File: src/rtl/pixel_point_op_engine_top_assert.svh
// ----------------------------------------------------------------------------
// Assertion macros for the pixel point-operation engine
// Clocked property checks with an active-low reset guard.
// ----------------------------------------------------------------------------
`ifndef PIXEL_POINT_OP_ENGINE_TOP_ASSERT_SVH
`define PIXEL_POINT_OP_ENGINE_TOP_ASSERT_SVH

// Property must hold at every rising edge outside reset.
`define PPOE_ASSERT(lbl, clk, rstn, prop, msg) \
    lbl: assert property (@(posedge clk) disable iff (!rstn) prop) \
        else $error(msg);

// Expression must never be true outside reset.
`define PPOE_ASSERT_NEVER(lbl, clk, rstn, expr, msg) \
    `PPOE_ASSERT(lbl, clk, rstn, !(expr), msg)

`endif

File: src/rtl/ppoe_pkg.sv
// ----------------------------------------------------------------------------
// ppoe_pkg
// Shared widths, codes, command/status types and pixel helpers.
// ----------------------------------------------------------------------------
`timescale 1ns / 1ps
`default_nettype none

package ppoe_pkg;

    localparam int PIX_W   = 8;
    localparam int DATA_W  = 4 * PIX_W;
    localparam int CFG_IDX_W = 3;
    localparam int SUM_W   = 28;
    localparam int CNT_W   = 21;
    localparam int Q_W     = 8;

    localparam logic [CNT_W-1:0] MAX_REGION_PIXELS = CNT_W'(1048576);

    // operation codes
    localparam logic [2:0] OP_GREY   = 3'd0;
    localparam logic [2:0] OP_NEG    = 3'd1;
    localparam logic [2:0] OP_SWITCH = 3'd2;
    localparam logic [2:0] OP_FILL   = 3'd3;
    localparam logic [2:0] OP_BW     = 3'd4;

    // configuration register indexes
    localparam logic [CFG_IDX_W-1:0] CFG_OPERATION   = 3'd0;
    localparam logic [CFG_IDX_W-1:0] CFG_TOLERANCE   = 3'd1;
    localparam logic [CFG_IDX_W-1:0] CFG_MATCH_RED   = 3'd2;
    localparam logic [CFG_IDX_W-1:0] CFG_MATCH_GREEN = 3'd3;
    localparam logic [CFG_IDX_W-1:0] CFG_MATCH_BLUE  = 3'd4;
    localparam logic [CFG_IDX_W-1:0] CFG_NEW_RED     = 3'd5;
    localparam logic [CFG_IDX_W-1:0] CFG_NEW_GREEN   = 3'd6;
    localparam logic [CFG_IDX_W-1:0] CFG_NEW_BLUE    = 3'd7;

    localparam logic [PIX_W-1:0] PIX_MAX = 8'd255;

    typedef struct packed {
        logic accept;
        logic load_main;
        logic main_from_skid;
        logic load_skid;
        logic div_start;
    } ppoe_cmd_t;

    typedef struct packed {
        logic has_result;
        logic ends_measure;
    } ppoe_status_t;

    typedef struct packed {
        logic [PIX_W-1:0] red;
        logic [PIX_W-1:0] green;
        logic [PIX_W-1:0] blue;
        logic [PIX_W-1:0] alpha;
        logic             changed;
        logic             last;
    } ppoe_result_t;

    // floor((r+g+b)/3) as multiply by 683/2048; exact for sums up to 765
    function automatic logic [PIX_W-1:0] grey_of(input logic [PIX_W-1:0] r,
                                                 input logic [PIX_W-1:0] g,
                                                 input logic [PIX_W-1:0] b);
        logic [9:0]  s;
        logic [19:0] p;
        s = {2'b00, r} + {2'b00, g} + {2'b00, b};
        p = {10'd0, s} * 20'd683;
        return p[18:11];
    endfunction

    function automatic logic near_channel(input logic [PIX_W-1:0] c,
                                          input logic [PIX_W-1:0] ref_c,
                                          input logic [PIX_W-1:0] tol);
        logic [PIX_W-1:0] d;
        d = (c >= ref_c) ? (c - ref_c) : (ref_c - c);
        return d <= tol;
    endfunction

endpackage

`default_nettype wire

File: src/rtl/ppoe_ctrl.sv
// ----------------------------------------------------------------------------
// ppoe_ctrl
// Handshake and sequencing: output/skid occupancy, mean division wait.
// ----------------------------------------------------------------------------
`timescale 1ns / 1ps
`default_nettype none

module ppoe_ctrl (
    input  wire logic                  aclk,
    input  wire logic                  aresetn,
    input  wire logic                  s_tvalid,
    output logic                       s_tready,
    output logic                       m_tvalid,
    input  wire logic                  m_tready,
    input  wire ppoe_pkg::ppoe_status_t status,
    input  wire logic                  div_done,
    output ppoe_pkg::ppoe_cmd_t        cmd
);
    import ppoe_pkg::*;

`include "pixel_point_op_engine_top_assert.svh"

    localparam logic ST_RUN = 1'b0;
    localparam logic ST_DIV = 1'b1;

    logic state_reg, state_next;
    logic out_valid_reg, out_valid_next;
    logic skid_valid_reg, skid_valid_next;
    logic accept, has_res, pop;

    always_comb begin
        s_tready        = (state_reg == ST_RUN) && !skid_valid_reg;
        accept          = s_tvalid && s_tready;
        has_res         = accept && status.has_result;
        pop             = out_valid_reg && m_tready;
        out_valid_next  = out_valid_reg;
        skid_valid_next = skid_valid_reg;
        state_next      = state_reg;
        cmd             = '0;
        cmd.accept      = accept;
        cmd.div_start   = accept && status.ends_measure;

        if (!out_valid_reg) begin
            if (has_res) begin
                cmd.load_main  = 1'b1;
                out_valid_next = 1'b1;
            end
        end else if (pop) begin
            if (skid_valid_reg) begin
                cmd.load_main      = 1'b1;
                cmd.main_from_skid = 1'b1;
                skid_valid_next    = 1'b0;
            end else if (has_res) begin
                cmd.load_main = 1'b1;
            end else begin
                out_valid_next = 1'b0;
            end
        end else if (has_res) begin
            cmd.load_skid   = 1'b1;
            skid_valid_next = 1'b1;
        end

        case (state_reg)
            ST_RUN: begin
                if (cmd.div_start) state_next = ST_DIV;
            end
            ST_DIV: begin
                if (div_done) state_next = ST_RUN;
            end
            default: state_next = ST_RUN;
        endcase
    end

    always_ff @(posedge aclk) begin
        if (!aresetn) begin
            state_reg      <= ST_RUN;
            out_valid_reg  <= 1'b0;
            skid_valid_reg <= 1'b0;
        end else begin
            state_reg      <= state_next;
            out_valid_reg  <= out_valid_next;
            skid_valid_reg <= skid_valid_next;
        end
    end

    assign m_tvalid = out_valid_reg;

    `PPOE_ASSERT(a_skid_needs_main, aclk, aresetn, skid_valid_reg |-> out_valid_reg,
        "skid entry held without a result in the output register")
    `PPOE_ASSERT(a_div_blocks_input, aclk, aresetn, (state_reg == ST_DIV) |-> !s_tready,
        "input ready while the mean division runs")
    `PPOE_ASSERT(a_start_enters_div, aclk, aresetn, cmd.div_start |=> (state_reg == ST_DIV),
        "division started without entering the wait state")
    `PPOE_ASSERT_NEVER(a_done_only_in_div, aclk, aresetn,
        div_done && (state_reg != ST_DIV), "division done outside the wait state")

endmodule

`default_nettype wire

File: src/rtl/ppoe_div.sv
// ----------------------------------------------------------------------------
// ppoe_div
// Restoring divider for the region mean: 8 quotient bits, one per cycle.
// ----------------------------------------------------------------------------
`timescale 1ns / 1ps
`default_nettype none

module ppoe_div (
    input  wire logic                          aclk,
    input  wire logic                          aresetn,
    input  wire logic                          start,
    input  wire logic [ppoe_pkg::SUM_W-1:0]    dividend,
    input  wire logic [ppoe_pkg::CNT_W-1:0]    divisor,
    output logic                               done,
    output logic [ppoe_pkg::Q_W-1:0]           quotient
);
    import ppoe_pkg::*;

    localparam int SH = Q_W - 1;

    logic [SUM_W-1:0] rem_reg;
    logic [SUM_W-1:0] den_reg;
    logic [Q_W-1:0]   q_reg;
    logic [2:0]       step_reg;
    logic             busy_reg;
    logic             done_reg;
    logic             ge;

    // sum <= 255 * count, so the quotient fits in Q_W bits
    assign ge = rem_reg >= den_reg;

    always_ff @(posedge aclk) begin
        if (!aresetn) begin
            busy_reg <= 1'b0;
            done_reg <= 1'b0;
            step_reg <= '0;
        end else begin
            done_reg <= busy_reg && (step_reg == 3'd0);
            if (start) begin
                busy_reg <= 1'b1;
                step_reg <= 3'(SH);
            end else if (busy_reg) begin
                step_reg <= step_reg - 3'd1;
                if (step_reg == 3'd0) busy_reg <= 1'b0;
            end
        end
    end

    always_ff @(posedge aclk) begin
        if (start) begin
            rem_reg <= dividend;
            den_reg <= {divisor, {SH{1'b0}}};
            q_reg   <= '0;
        end else if (busy_reg) begin
            if (ge) rem_reg <= rem_reg - den_reg;
            den_reg <= den_reg >> 1;
            q_reg   <= {q_reg[Q_W-2:0], ge};
        end
    end

    assign done     = done_reg;
    assign quotient = q_reg;

endmodule

`default_nettype wire

File: src/rtl/ppoe_datapath.sv
// ----------------------------------------------------------------------------
// ppoe_datapath
// Config registers, per-pixel operations, mean accumulators, result regs.
// ----------------------------------------------------------------------------
`timescale 1ns / 1ps
`default_nettype none

module ppoe_datapath (
    input  wire logic                              aclk,
    input  wire logic                              aresetn,
    input  wire logic                              cfg_wr_en,
    input  wire logic [ppoe_pkg::CFG_IDX_W-1:0]    cfg_index,
    input  wire logic [ppoe_pkg::PIX_W-1:0]        cfg_wdata,
    input  wire logic [ppoe_pkg::DATA_W-1:0]       s_tdata,
    input  wire logic                              s_tuser,
    input  wire logic                              s_tlast,
    input  wire ppoe_pkg::ppoe_cmd_t               cmd,
    input  wire logic                              div_done,
    input  wire logic [ppoe_pkg::Q_W-1:0]          div_quot,
    output ppoe_pkg::ppoe_status_t                 status,
    output logic [ppoe_pkg::SUM_W-1:0]             div_dividend,
    output logic [ppoe_pkg::CNT_W-1:0]             div_divisor,
    output logic [ppoe_pkg::DATA_W-1:0]            m_tdata,
    output logic                                   m_tuser,
    output logic                                   m_tlast
);
    import ppoe_pkg::*;

    logic [2:0]       operation_reg;
    logic [PIX_W-1:0] tolerance_reg;
    logic [PIX_W-1:0] match_red_reg, match_green_reg, match_blue_reg;
    logic [PIX_W-1:0] new_red_reg, new_green_reg, new_blue_reg;

    logic [SUM_W-1:0] sum_reg, sum_next;
    logic [CNT_W-1:0] cnt_reg, cnt_next;
    logic [PIX_W-1:0] mean_reg;

    ppoe_result_t main_reg, skid_reg, res;

    logic [PIX_W-1:0] r, g, b, a, grey;
    logic             is_measure, hit;

    assign r    = s_tdata[PIX_W-1:0];
    assign g    = s_tdata[2*PIX_W-1:PIX_W];
    assign b    = s_tdata[3*PIX_W-1:2*PIX_W];
    assign a    = s_tdata[4*PIX_W-1:3*PIX_W];
    assign grey = grey_of(r, g, b);
    assign hit  = near_channel(r, match_red_reg, tolerance_reg) &&
                  near_channel(g, match_green_reg, tolerance_reg) &&
                  near_channel(b, match_blue_reg, tolerance_reg);

    assign is_measure          = (operation_reg == OP_BW) && !s_tuser;
    assign status.has_result   = !is_measure;
    assign status.ends_measure = is_measure && s_tlast;

    always_comb begin
        res      = '{red: r, green: g, blue: b, alpha: a, changed: 1'b1, last: s_tlast};
        case (operation_reg)
            OP_GREY: begin
                res.red   = grey;
                res.green = grey;
                res.blue  = grey;
                res.alpha = PIX_MAX;
            end
            OP_NEG: begin
                res.red   = PIX_MAX - r;
                res.green = PIX_MAX - g;
                res.blue  = PIX_MAX - b;
            end
            OP_SWITCH: begin
                if (hit) begin
                    res.red   = new_red_reg;
                    res.green = new_green_reg;
                    res.blue  = new_blue_reg;
                    res.alpha = PIX_MAX;
                end else begin
                    res.changed = 1'b0;
                end
            end
            OP_FILL: begin
                res.red   = new_red_reg;
                res.green = new_green_reg;
                res.blue  = new_blue_reg;
                res.alpha = PIX_MAX;
            end
            OP_BW: begin
                res.red   = (grey <= mean_reg) ? '0 : PIX_MAX;
                res.green = res.red;
                res.blue  = res.red;
                res.alpha = PIX_MAX;
            end
            default: res.changed = 1'b0;
        endcase
    end

    // accumulate the measuring pass; region capped at MAX_REGION_PIXELS
    always_comb begin
        sum_next = sum_reg;
        cnt_next = cnt_reg;
        if (cnt_reg < MAX_REGION_PIXELS) begin
            sum_next = sum_reg + {{(SUM_W-PIX_W){1'b0}}, grey};
            cnt_next = cnt_reg + CNT_W'(1);
        end
    end

    assign div_dividend = sum_next;
    assign div_divisor  = cnt_next;

    always_ff @(posedge aclk) begin
        if (!aresetn) begin
            operation_reg   <= OP_GREY;
            tolerance_reg   <= '0;
            match_red_reg   <= '0;
            match_green_reg <= '0;
            match_blue_reg  <= '0;
            new_red_reg     <= '0;
            new_green_reg   <= '0;
            new_blue_reg    <= '0;
            sum_reg         <= '0;
            cnt_reg         <= '0;
            mean_reg        <= '0;
        end else begin
            if (cfg_wr_en) begin
                case (cfg_index)
                    CFG_OPERATION:   operation_reg   <= cfg_wdata[2:0];
                    CFG_TOLERANCE:   tolerance_reg   <= cfg_wdata;
                    CFG_MATCH_RED:   match_red_reg   <= cfg_wdata;
                    CFG_MATCH_GREEN: match_green_reg <= cfg_wdata;
                    CFG_MATCH_BLUE:  match_blue_reg  <= cfg_wdata;
                    CFG_NEW_RED:     new_red_reg     <= cfg_wdata;
                    CFG_NEW_GREEN:   new_green_reg   <= cfg_wdata;
                    CFG_NEW_BLUE:    new_blue_reg    <= cfg_wdata;
                    default: ;
                endcase
            end
            if (cmd.accept && is_measure) begin
                if (s_tlast) begin
                    sum_reg <= '0;
                    cnt_reg <= '0;
                end else begin
                    sum_reg <= sum_next;
                    cnt_reg <= cnt_next;
                end
            end
            if (div_done) mean_reg <= div_quot;
        end
    end

    always_ff @(posedge aclk) begin
        if (cmd.load_main) main_reg <= cmd.main_from_skid ? skid_reg : res;
        if (cmd.load_skid) skid_reg <= res;
    end

    assign m_tdata = {main_reg.alpha, main_reg.blue, main_reg.green, main_reg.red};
    assign m_tuser = main_reg.changed;
    assign m_tlast = main_reg.last;

endmodule

`default_nettype wire

File: src/rtl/pixel_point_op_engine_top.sv
// ----------------------------------------------------------------------------
// pixel_point_op_engine_top
// RGBA point operations: grey, negative, colour switch, fill, black/white.
// ----------------------------------------------------------------------------
// Usage:
//   s_* carries one RGBA pixel per request; s_tlast marks the region's last
//   pixel and s_tuser is the black/white pass (0 measure, 1 classify).
//   m_* returns the result pixel; m_tuser is the changed flag and m_tlast
//   copies the input's last mark. The measuring pass returns nothing.
//   The cfg_* port writes one register per cycle; write only while idle.
//   An accepted result is registered in the output register, or in the
//   skid entry while that is full. Throughput: one pixel per cycle while
//   s_tready is high. The output register plus a one-entry skid stage
//   let input take one more pixel after m_tready drops; then s_tready
//   falls until the result drains. After the last measuring pixel, input
//   stalls while an 8-step restoring divider forms the mean bit by bit.
//   Reset (aresetn low, synchronous) clears config to 0, the grey sum, the
//   pixel count, the mean and all valid flags; no result is pending.
// ----------------------------------------------------------------------------
`timescale 1ns / 1ps
`default_nettype none

module pixel_point_op_engine_top (
    input  wire logic                              aclk,
    input  wire logic                              aresetn,
    // configuration write port
    input  wire logic                              cfg_wr_en,
    input  wire logic [ppoe_pkg::CFG_IDX_W-1:0]    cfg_index,
    input  wire logic [ppoe_pkg::PIX_W-1:0]        cfg_wdata,
    // pixel input
    input  wire logic                              s_tvalid,
    output logic                                   s_tready,
    input  wire logic [ppoe_pkg::DATA_W-1:0]       s_tdata,  // in_red, in_green, in_blue, in_alpha
    input  wire logic                              s_tuser,  // pass_index
    input  wire logic                              s_tlast,  // last_pixel
    // result output
    output logic                                   m_tvalid,
    input  wire logic                              m_tready,
    output logic [ppoe_pkg::DATA_W-1:0]            m_tdata,  // out_red, out_green, out_blue, out_alpha
    output logic                                   m_tuser,  // changed
    output logic                                   m_tlast   // out_last
);
    import ppoe_pkg::*;

    ppoe_cmd_t        cmd;
    ppoe_status_t     status;
    logic             div_done;
    logic [Q_W-1:0]   div_quot;
    logic [SUM_W-1:0] div_dividend;
    logic [CNT_W-1:0] div_divisor;

    // handshake sequencing and mean-division wait
    ppoe_ctrl u_ctrl (
        .aclk     (aclk),
        .aresetn  (aresetn),
        .s_tvalid (s_tvalid),
        .s_tready (s_tready),
        .m_tvalid (m_tvalid),
        .m_tready (m_tready),
        .status   (status),
        .div_done (div_done),
        .cmd      (cmd)
    );

    // one quotient bit per cycle; started on the last measuring pixel
    ppoe_div u_div (
        .aclk     (aclk),
        .aresetn  (aresetn),
        .start    (cmd.div_start),
        .dividend (div_dividend),
        .divisor  (div_divisor),
        .done     (div_done),
        .quotient (div_quot)
    );

    // pixel math, accumulators and result registers
    ppoe_datapath u_datapath (
        .aclk         (aclk),
        .aresetn      (aresetn),
        .cfg_wr_en    (cfg_wr_en),
        .cfg_index    (cfg_index),
        .cfg_wdata    (cfg_wdata),
        .s_tdata      (s_tdata),
        .s_tuser      (s_tuser),
        .s_tlast      (s_tlast),
        .cmd          (cmd),
        .div_done     (div_done),
        .div_quot     (div_quot),
        .status       (status),
        .div_dividend (div_dividend),
        .div_divisor  (div_divisor),
        .m_tdata      (m_tdata),
        .m_tuser      (m_tuser),
        .m_tlast      (m_tlast)
    );

endmodule

`default_nettype wire
File: config.mk
export PLATFORM = sky130hd
export DESIGN_NAME = pixel_point_op_engine_top
export DESIGN_NICKNAME = d
export VERILOG_FILES = /design/src/rtl/ppoe_pkg.sv /design/src/rtl/ppoe_ctrl.sv /design/src/rtl/ppoe_div.sv /design/src/rtl/ppoe_datapath.sv /design/src/rtl/pixel_point_op_engine_top.sv
export VERILOG_INCLUDE_DIRS = /design/src /design/src/rtl
export SDC_FILE = /design/constraint.sdc
export NUM_CORES = 1
export LEC_CHECK = 0
export BUFFER_PORTS_ARGS = -buffer_cell sky130_fd_sc_hd__buf_2
export CAP_MARGIN = 5
export CORE_MARGIN = 4
export CORE_UTILIZATION = 40
export CTS_BUF_LIST = sky130_fd_sc_hd__clkbuf_8 sky130_fd_sc_hd__clkbuf_16
export CTS_CLUSTER_DIAMETER = 50
export DETAILED_ROUTE_END_ITERATION = 10
export SKIP_LAST_GASP = 1
export SLEW_MARGIN = 20
export SYNTH_ARGS = -nofsm -noshare
export SYNTH_HDL_FRONTEND = slang
export SYNTH_SLANG_ARGS = --single-unit
File: constraint.sdc
create_clock -name aclk -period 11.7 [get_ports aclk]
set_clock_uncertainty 0.05 [all_clocks]
set_input_delay 2.34 -clock aclk [delete_from_list [all_inputs] [get_ports aclk]]
set_output_delay 2.34 -clock aclk [all_outputs]
set_load 0.01 [all_outputs]
After elaboration in Yosys (flattened, before gate mapping)
Cells that the tools add are included.
- bits in registers: 256
- add/subtract/negate cells: 15
- $mul: 1
- magnitude comparators: 9
- equal/unequal tests: 11
- mux-type cells: 38
- bitwise logic cells: 1
- reduce and logical (&&, ||, !) cells: 32
- operators with widths (kind ; number):
    28-bit two-way mux ; 7
    24-bit one-hot mux with 5 select lines ; 1
    8-bit subtractor ; 6
    21-bit two-way mux ; 2
    34-bit two-way mux ; 1
    8-bit <= comparator ; 4
    32-bit two-way mux ; 1
    8-bit two-way mux ; 4
    28-bit by 8-bit adder with 28-bit output ; 1
    28-bit greater-or-equal comparator ; 1
    28-bit subtractor ; 1
    8-bit greater-or-equal comparator ; 3
    8-bit subtractor (first input constant) ; 3
    21-bit by 1-bit adder with 21-bit output (second input constant) ; 1
    21-bit less-than comparator (second input constant) ; 1
    2-bit AND reduction ; 10
    10-bit by 10-bit multiplier with 19-bit output (second input constant) ; 1
    8-bit one-hot mux with 2 select lines ; 1
    3-bit == test (second input constant) ; 5
    1-bit two-way mux ; 15
    3-bit by 2-bit == test with 1-bit output (second input constant) ; 4
    1-bit logical AND ; 11
    10-bit by 8-bit adder with 10-bit output ; 1
    8-bit by 8-bit adder with 9-bit output ; 1
    other kinds (11) ; 21

Depth between registers and ports, before layout
Gate-level depths: netlist of the first run.
- word-level depth: 9
- mapped depth: 39
- gate-level depth less buffers: 38

Hierarchy
From an unflattened synthesis of the first run, not the netlist that was laid out.
- cell total of the unflattened synthesis: 2178
- area, all modules: 18983.2 um2
- by module, submodules not included (module ; instances ; cells each ; area an instance (um2) ; sequential area each (um2)):
    ppoe_datapath ; 1 ; 1651 ; 14221.1 ; 4364.2
    ppoe_div ; 1 ; 505 ; 4575.6 ; 1871.8
    ppoe_ctrl ; 1 ; 22 ; 186.4 ; 60.1

Worst setup path before layout of the first run
OpenSTA, ideal clock, no wires.
- path kind: input to register
- from: input s_tdata[0] (netlist bit)
- to: register u_datapath.main_reg, in the netlist u_datapath.m_tdata[10] (data pin)
- setup time: 0.260 ns
- arrival time: 10.437 ns
- required time: 11.390 ns
- slack: 0.953 ns
- stages on the path: 37
- buffers on the path: 0
- cell sequence: ha_1 inv_1 fa_1 nor2b_1 o21ai_0 nor2b_1 xnor2_1 ha_1 a21boi_0 o21ai_0 nand2b_1 a21o_1 a21o_1 xnor2_1 ha_1 ha_1 fa_1 inv_1 fa_1 fa_1 inv_1 ha_1 nand3_1 a21oi_1 or4_4 a211oi_2 xnor2_1 xnor2_1 ha_1 nand4_1 or3b_2 o211ai_1 and2_1 nand2b_1 o31ai_1 o32a_1 mux2_2
- RTL lines (element ; RTL line ; text):
    start, declared ; pixel_point_op_engine_top.sv:33 ; input wire logic [ppoe_pkg::DATA_W-1:0] s_tdata,
    end signal, assigned ; ppoe_datapath.sv:150 ; if (cmd.load_main) main_reg <= cmd.main_from_skid ? skid_reg : res;
    end, declared ; ppoe_datapath.sv:38 ; ppoe_result_t main_reg, skid_reg, res;

==> flow_metrics.py, run 1 <==
metrics = {
    "layout": {
        "finalInstanceArea_um2": 21400,
        "multi_input_area_um2": 11600,
        "finish.utilization": 0.459,
        "area_growth_pct": 13.0,
        "layout-drive-gt1-share": 0.107,
        "fill_cells": 4542,
        "register_area_um2": 6300,
        "largest_register_ffs": 34,
        "fin_nets": 2547,
    },
    "synth": {
        "synth_xor_area_frac": 0.0434,
        "synth-compound-area-share": 0.197,
        "synth_warnings": 0,
        "synthArstFlopShare": 0,
        "avgSynthCellArea_um2": 8.56,
        "synth_area_leaders": "edfxtp_1, dfxtp_1, ha_1",
        "synth_cell_type_count": 80,
        "synth_top_area_frac": 0.185,
        "yosys.area_share.simple": 0.168,
        "synth_seq_cells": 256,
        "synth_top_family_by_area": "compound AO/OA/AOI/OAI gates",
        "synth-adder-area-share": 0.158,
        "synth.largest_area_cell": "edfxtp_1",
        "synth_area_um2": 19000,
        "synth_edf_count": 117,
        "synthCells": 2218,
        "muxShareOfSynthArea": 0.0451,
        "ys.flop_type": "dfxtp_1",
        "ys_seq_area_frac": 0.332,
        "syn-num-nets": 2489,
    },
    "clock_tree": {
        "cts.sinks": 256,
        "cts_buffer_depth": 3,
        "tritoncts": "done",
        "cts_resized": 0,
        "h-tree-depth": 2,
        "post_cts_buffers": 0,
        "clk_pin_slew_ns": 0.05,
        "clkLatencyLatePin_ns": 0.57,
        "root_buffer": "clkbuf_16",
        "postCtsHoldBufs": 0,
        "cts_buffers": 42,
    },
    "floorplan": {
        "die-area_um2": 51000,
        "core_area_um2": 46800,
        "chipHeight_um": 226,
        "die_w_um": 226,
        "rows": 79,
        "boundaryPins": 86,
        "initial_utilization": 0.406,
    },
    "sta": {
        "setup_viol": 0,
        "rsz0062_at_grt": "false",
        "slew_headroom": 0.282,
        "hold_viol": 0,
        "fmax_mhz": 90.4,
        "post-route-min-period_ns": 11.06,
        "fin_crit_sh": 0.945,
        "worst_slew_pin_slew_ns": 1.08,
        "slew_viol_final": 0,
        "setup_tns_ns": 0,
        "whs_ns": 0.408,
    },
    "critical_path": {
        "cp_max_fo": 7,
        "slowest_delay_ns": 0.51,
        "rrSetupSlack_ns": 4.56,
        "r2r_cells": 20,
        "critPathSlowestCell": "fa_1",
        "endpoint": "u_datapath.m_tdata[18]$_DFFE_PP_",
        "crit_arrival_ns": 11.32,
        "critPathRequiredTime_ns": 11.96,
        "path_common_cell": "ha_1",
        "crit_type": "input pin to flop",
        "regToRegEndpoint": "u_datapath.m_tdata[17]$_DFFE_PP_",
        "crit_path_end_kind": "flop",
        "cp-start-kind": "input pin",
        "startpoint": "s_tdata[0]",
        "r2r-start": "u_datapath.match_blue_reg[0]$_SDFFE_PN0P_",
    },
    "route": {
        "wirelength_um": 55100,
        "routedWlPerCell_um": 18.9,
        "drtPass1Iterations": 7,
        "via_count": 16600,
        "antenna_left": 0,
        "drc": 0,
        "drt-initial-drc-count": 1296,
        "routed_via_density": 5.68,
    },
    "hold_path": {
        "min_path_type": "flop to flop",
    },
    "placed_design": {
        "port-buffer-count": 85,
        "dpl-instance-area_um2": 20000,
        "hpwlAfterDp_um": 40700,
        "gp_congestion": 0.912,
    },
    "global_routing": {
        "grt_pass1_vias": 16000,
        "grt_use_total": 0.211,
        "grt_overflow": 0,
        "grt_start_max_net_pins": 99,
        "grt_pass1_wl_um": 86500,
        "antenna_found_initial": 1,
    },
    "job": {
        "cap_violations": 0,
    },
    "run_status": {
        "status": "finished, final reports clean",
    },
}
-- worst min-delay path by stage --
stage / startpoint / end / slack, ns / cells after the start
6_report: u_datapath.new_red_reg[1]$_SDFFE_PN0P_ / u_datapath.new_red_reg[1]$_SDFFE_PN0P_ / 0.41 / 2
5_1_grt: u_datapath.new_blue_reg[1]$_SDFFE_PN0P_ / u_datapath.new_blue_reg[1]$_SDFFE_PN0P_ / 0.42 / 2
4_1_cts: u_datapath.new_red_reg[1]$_SDFFE_PN0P_ / u_datapath.new_red_reg[1]$_SDFFE_PN0P_ / 0.41 / 2
3_5_place_dp: u_datapath.new_red_reg[1]$_SDFFE_PN0P_ / u_datapath.new_red_reg[1]$_SDFFE_PN0P_ / 0.40 / 2
3_3_place_gp: u_datapath.match_green_reg[7]$_SDFFE_PN0P_ / u_datapath.match_green_reg[7]$_SDFFE_PN0P_ / 0.39 / 2
2_1_floorplan: u_div.step_reg[2]$_SDFFE_PN0P_ / u_div.done$_SDFF_PN0_ / 0.38 / 1
-- cell families (layout without fill, tap and decap cells) --
group | count (synthesis) | in the layout
buffers and inverters | 283 | 375
other | 0 | 1
muxes | 82 | 82
and+or+nand+nor | 683 | 683
AOI/OAI and AO/OA | 599 | 599
DFF | 256 | 256
xor gates and xnor gates | 94 | 94
adders and majority gates | 221 | 221
-- layout by cell type (no fill, tap or decap), types with 7 or more instances in the layout --
| cell | Yosys | final |
|---|---|---|
| or3_1 | 22 | 22 |
| o211ai_1 | 15 | 15 |
| clkinvlp_4 | 0 | 8 |
| nor2_1 | 181 | 180 |
| o22ai_1 | 8 | 8 |
| or2_2 | 9 | 9 |
| dfxtp_1 | 139 | 137 |
| nor4_1 | 9 | 9 |
| o31ai_1 | 14 | 14 |
| ha_1 | 190 | 190 |
| nor2b_1 | 22 | 22 |
| nand2b_1 | 25 | 25 |
| nand3b_1 | 7 | 7 |
| nor3_1 | 32 | 31 |
| buf_4 | 3 | 32 |
| nand2_1 | 212 | 211 |
| o21a_1 | 20 | 20 |
| o21bai_1 | 14 | 14 |
| clkbuf_16 | 0 | 43 |
| nand3_1 | 80 | 80 |
| fa_1 | 31 | 31 |
| a31oi_1 | 40 | 40 |
| o21ai_0 | 132 | 131 |
| inv_6 | 0 | 7 |
| a21o_1 | 35 | 35 |
| edfxtp_1 | 117 | 117 |
| buf_2 | 7 | 85 |
| mux2i_1 | 54 | 54 |
| a21oi_1 | 206 | 204 |
| nand4_1 | 23 | 23 |
| a22oi_1 | 20 | 19 |
| and3_1 | 32 | 32 |
| xor2_1 | 42 | 42 |
| mux2_2 | 28 | 28 |
| xnor2_1 | 52 | 52 |
| inv_1 | 178 | 183 |
| and2_1 | 10 | 10 |
| a211oi_1 | 18 | 18 |
-- area by class of cell --
type                    count  share of cell area
well taps                 607              0.0354
inverters                 179              0.0314
multi-input cells        1679               0.543
flip-flops and latches    256               0.294
repair buffers            118              0.0323
diodes                      1            0.000117
clock buffers              45              0.0515
clock inverters            33              0.0130
-- Yosys cell counts (all sizes together), types with 6 or more instances --
master    n
o21ai   136
a31oi    40
a311oi    6
mux2     28
and2     11
xnor2    52
nor2    181
clkbuf   77
o31ai    14
a21o     35
o211ai   15
ha      190
nand3    80
nand3b    7
xor2     42
and3     32
fa       31
o21a     20
o22ai     8
nor4      9
nand4    23
nor3     32
nand2b   25
dfxtp   139
o21bai   14
edfxtp  117
nand2   212
nor2b    22
a211oi   19
inv     179
or2      10
buf      27
mux2i    54
or3      22
a22oi    20
a21oi   206
-- critical path, delay by kind of cell --
family          cells  cell delay (ns)
compound gates     10             2.02
xor+xnor            4             0.62
fa+ha+maj          10             3.66
buf+inv             4             0.31
mux                 1             0.27
simple gates        9             2.08
-- per-layer routing --
layer | part of all wire | vias to the layer above | global-route usage
li1 | - | 8082 | -
met1 | 0.44 | 7824 | 0.287
met2 | 0.46 | 553 | 0.339
met3 | 0.064 | 109 | 0.0337
met4 | 0.032 | 0 | 0.0761
met5 | 0 | - | 0
-- through the flow --
step | setup slack (ns) | instances
finish | 0.644 | 2918
global route | 0.142 | 2917
CTS | 0.719 | 2916
detailed placement | 0.141 | 2838
global placement | 0.319 | 2838
floorplan | 0.953 | 2218
Power of run 1 is not shown: default switching activity piles up to over one toggle a cycle in this logic, so the estimate is an artifact.
==> run 2: changes to the inputs <==
--- a/config.mk
+++ b/config.mk
@@ -13,6 +13,7 @@
 export CTS_BUF_LIST = sky130_fd_sc_hd__clkbuf_8 sky130_fd_sc_hd__clkbuf_16
 export CTS_CLUSTER_DIAMETER = 50
 export DETAILED_ROUTE_END_ITERATION = 10
+export RECOVER_POWER = 100
 export SKIP_LAST_GASP = 1
 export SLEW_MARGIN = 20
 export SYNTH_ARGS = -nofsm -noshare
==> run 2 against run 1 <==
Effect of this change: the flow now finishes with violations (max-capacitance violations, max-slew violations); clock-buffer cell count stayed put; non-clock buffer count unchanged; worst setup slack lost 0.026 ns; register-to-register slack lost 0.77 ns; critical path type unchanged; largest cell class unchanged; highest routed layer unchanged.
==> flow_metrics.py, run 2 (same netlist as run 1, synthesis figures left out) <==
metrics = {
    "critical_path": {
        "critPathRequiredTime_ns": 11.96,
        "r2r-start": "u_datapath.match_blue_reg[0]$_SDFFE_PN0P_",
        "path_common_cell": "ha_1",
        "r2r_cells": 20,
        "crit_arrival_ns": 11.35,
        "cp-start-kind": "input pin",
        "regToRegEndpoint": "u_datapath.m_tdata[17]$_DFFE_PP_",
        "rrSetupSlack_ns": 3.79,
        "crit_path_end_kind": "flop",
        "slowest_delay_ns": 0.54,
        "cp_max_fo": 7,
        "startpoint": "s_tdata[0]",
        "crit_type": "input pin to flop",
        "critPathSlowestCell": "or4_1",
    },
    "layout": {
        "final_cell_mix": "nand2_1, a21oi_1, ha_1",
        "fill_cells": 4597,
        "finish.utilization": 0.455,
        "layout-drive-gt1-share": 0.0797,
        "area_growth_pct": 12.1,
        "final_common_cell": "nand2_1",
        "largest_register_ffs": 34,
        "fin_nets": 2547,
    },
    "sta": {
        "slew_viol_final": 336,
        "rsz0062_at_grt": "false",
        "fmax_mhz": 90.2,
        "worst_slew_pin_slew_ns": 3.12,
        "setup_tns_ns": 0,
        "hold_viol": 0,
        "slew_headroom": -1.08,
        "fin_crit_sh": 0.947,
        "post-route-min-period_ns": 11.08,
        "setup_viol": 0,
    },
    "run_status": {
        "failed_checks": "max-capacitance violations, max-slew violations",
        "status": "finished, violations left",
    },
    "clock_tree": {
        "root_buffer": "clkbuf_16",
        "clk_pin_slew_ns": 0.05,
        "post_cts_buffers": 0,
        "postCtsHoldBufs": 0,
        "cts_buffers": 42,
        "h-tree-depth": 2,
        "cts_buffer_depth": 3,
        "cts_resized": 0,
        "tritoncts": "done",
        "cts.sinks": 256,
        "clkLatencyLatePin_ns": 0.57,
    },
    "floorplan": {
        "core_area_um2": 46800,
        "initial_utilization": 0.406,
        "boundaryPins": 86,
        "chipHeight_um": 226,
        "die_w_um": 226,
        "rows": 79,
        "die-area_um2": 51000,
    },
    "global_routing": {
        "grt_pass1_vias": 16000,
        "grt_use_total": 0.211,
        "grt_start_max_net_pins": 99,
        "antenna_found_initial": 1,
        "grt_overflow": 0,
        "grt_pass1_wl_um": 86500,
    },
    "route": {
        "wirelength_um": 55100,
        "via_count": 16500,
        "drt-initial-drc-count": 1346,
        "routed_via_density": 5.66,
        "antenna_left": 0,
        "routedWlPerCell_um": 18.9,
        "drc": 0,
        "drtPass1Iterations": 5,
    },
    "placed_design": {
        "hpwlAfterDp_um": 40700,
        "port-buffer-count": 85,
        "gp_congestion": 0.912,
    },
    "hold_path": {
        "min_delay_path_depth": 2,
        "hold_path_end": "u_datapath.new_red_reg[1]$_SDFFE_PN0P_",
        "min-delay-start": "u_datapath.new_red_reg[1]$_SDFFE_PN0P_",
        "min_path_type": "flop to flop",
    },
    "job": {
        "cap_violations": 7,
    },
}
-- run 2: cell types whose count changed in the layout (fill, tap and decap cells not counted), sizes merged --
cell      before  now
buf          118   63
clkbuf        45  100
clkinvlp       8    9
clkinv        11   10
-- run 2: layout make-up --
cell class,instances,area [um^2],area share
multi-input combinational,1679,11600,0.545
sequential,256,6300,0.296
clock buffer,45,1100,0.0518
tap,607,759,0.0357
inverter,179,673,0.0316
timing repair buffer,118,567,0.0266
clock inverter,33,278,0.0130
antenna,1,2.50,0.000118
-- run 2: per-layer routing --
layer,up-vias,global-route usage,wire length [um]
li1,8074,-,-
met1,7850,0.287,24500
met2,476,0.339,25400
met3,114,0.0337,3360
met4,0,0.0761,1810
met5,-,0,0
-- run 2: worst max path at each step --
stage                     slack (ns)  cells past startpoint                                to
after floorplan                 0.95                     37  u_datapath.m_tdata[10]$_DFFE_PP_
after global placement          0.32                     37  u_datapath.m_tdata[10]$_DFFE_PP_
after detailed placement        0.14                     38  u_datapath.m_tdata[18]$_DFFE_PP_
after CTS                       0.72                     37  u_datapath.m_tdata[18]$_DFFE_PP_
after global routing            0.10                     38       u_div.rem_reg[26]$_DFFE_PP_
final                           0.62                     38  u_datapath.m_tdata[18]$_DFFE_PP_
-- run 2: stage by stage --
stage	setup slack, ns	hold WS [ns]	std cells	cell area (um^2)
2_1_floorplan	0.953	0.384	2218	19000
3_3_place_gp	0.319	0.394	2838	20000
3_5_place_dp	0.141	0.400	2838	20000
4_1_cts	0.719	0.408	2916	21400
5_1_grt	0.103	0.419	2917	21300
6_report	0.617	0.409	2918	21300
-- run 2: worst max-delay path: cells and delay by family --
family / cells / cell delay [ns]
adders and majority gates: 10 / 3.65
AOI/OAI and AO/OA: 10 / 2.01
xor gates and xnor gates: 4 / 0.62
and+or+nand+nor: 9 / 2.12
buffers and inverters: 4 / 0.31
muxes: 1 / 0.27
Power of run 2 is left out for the same reason.
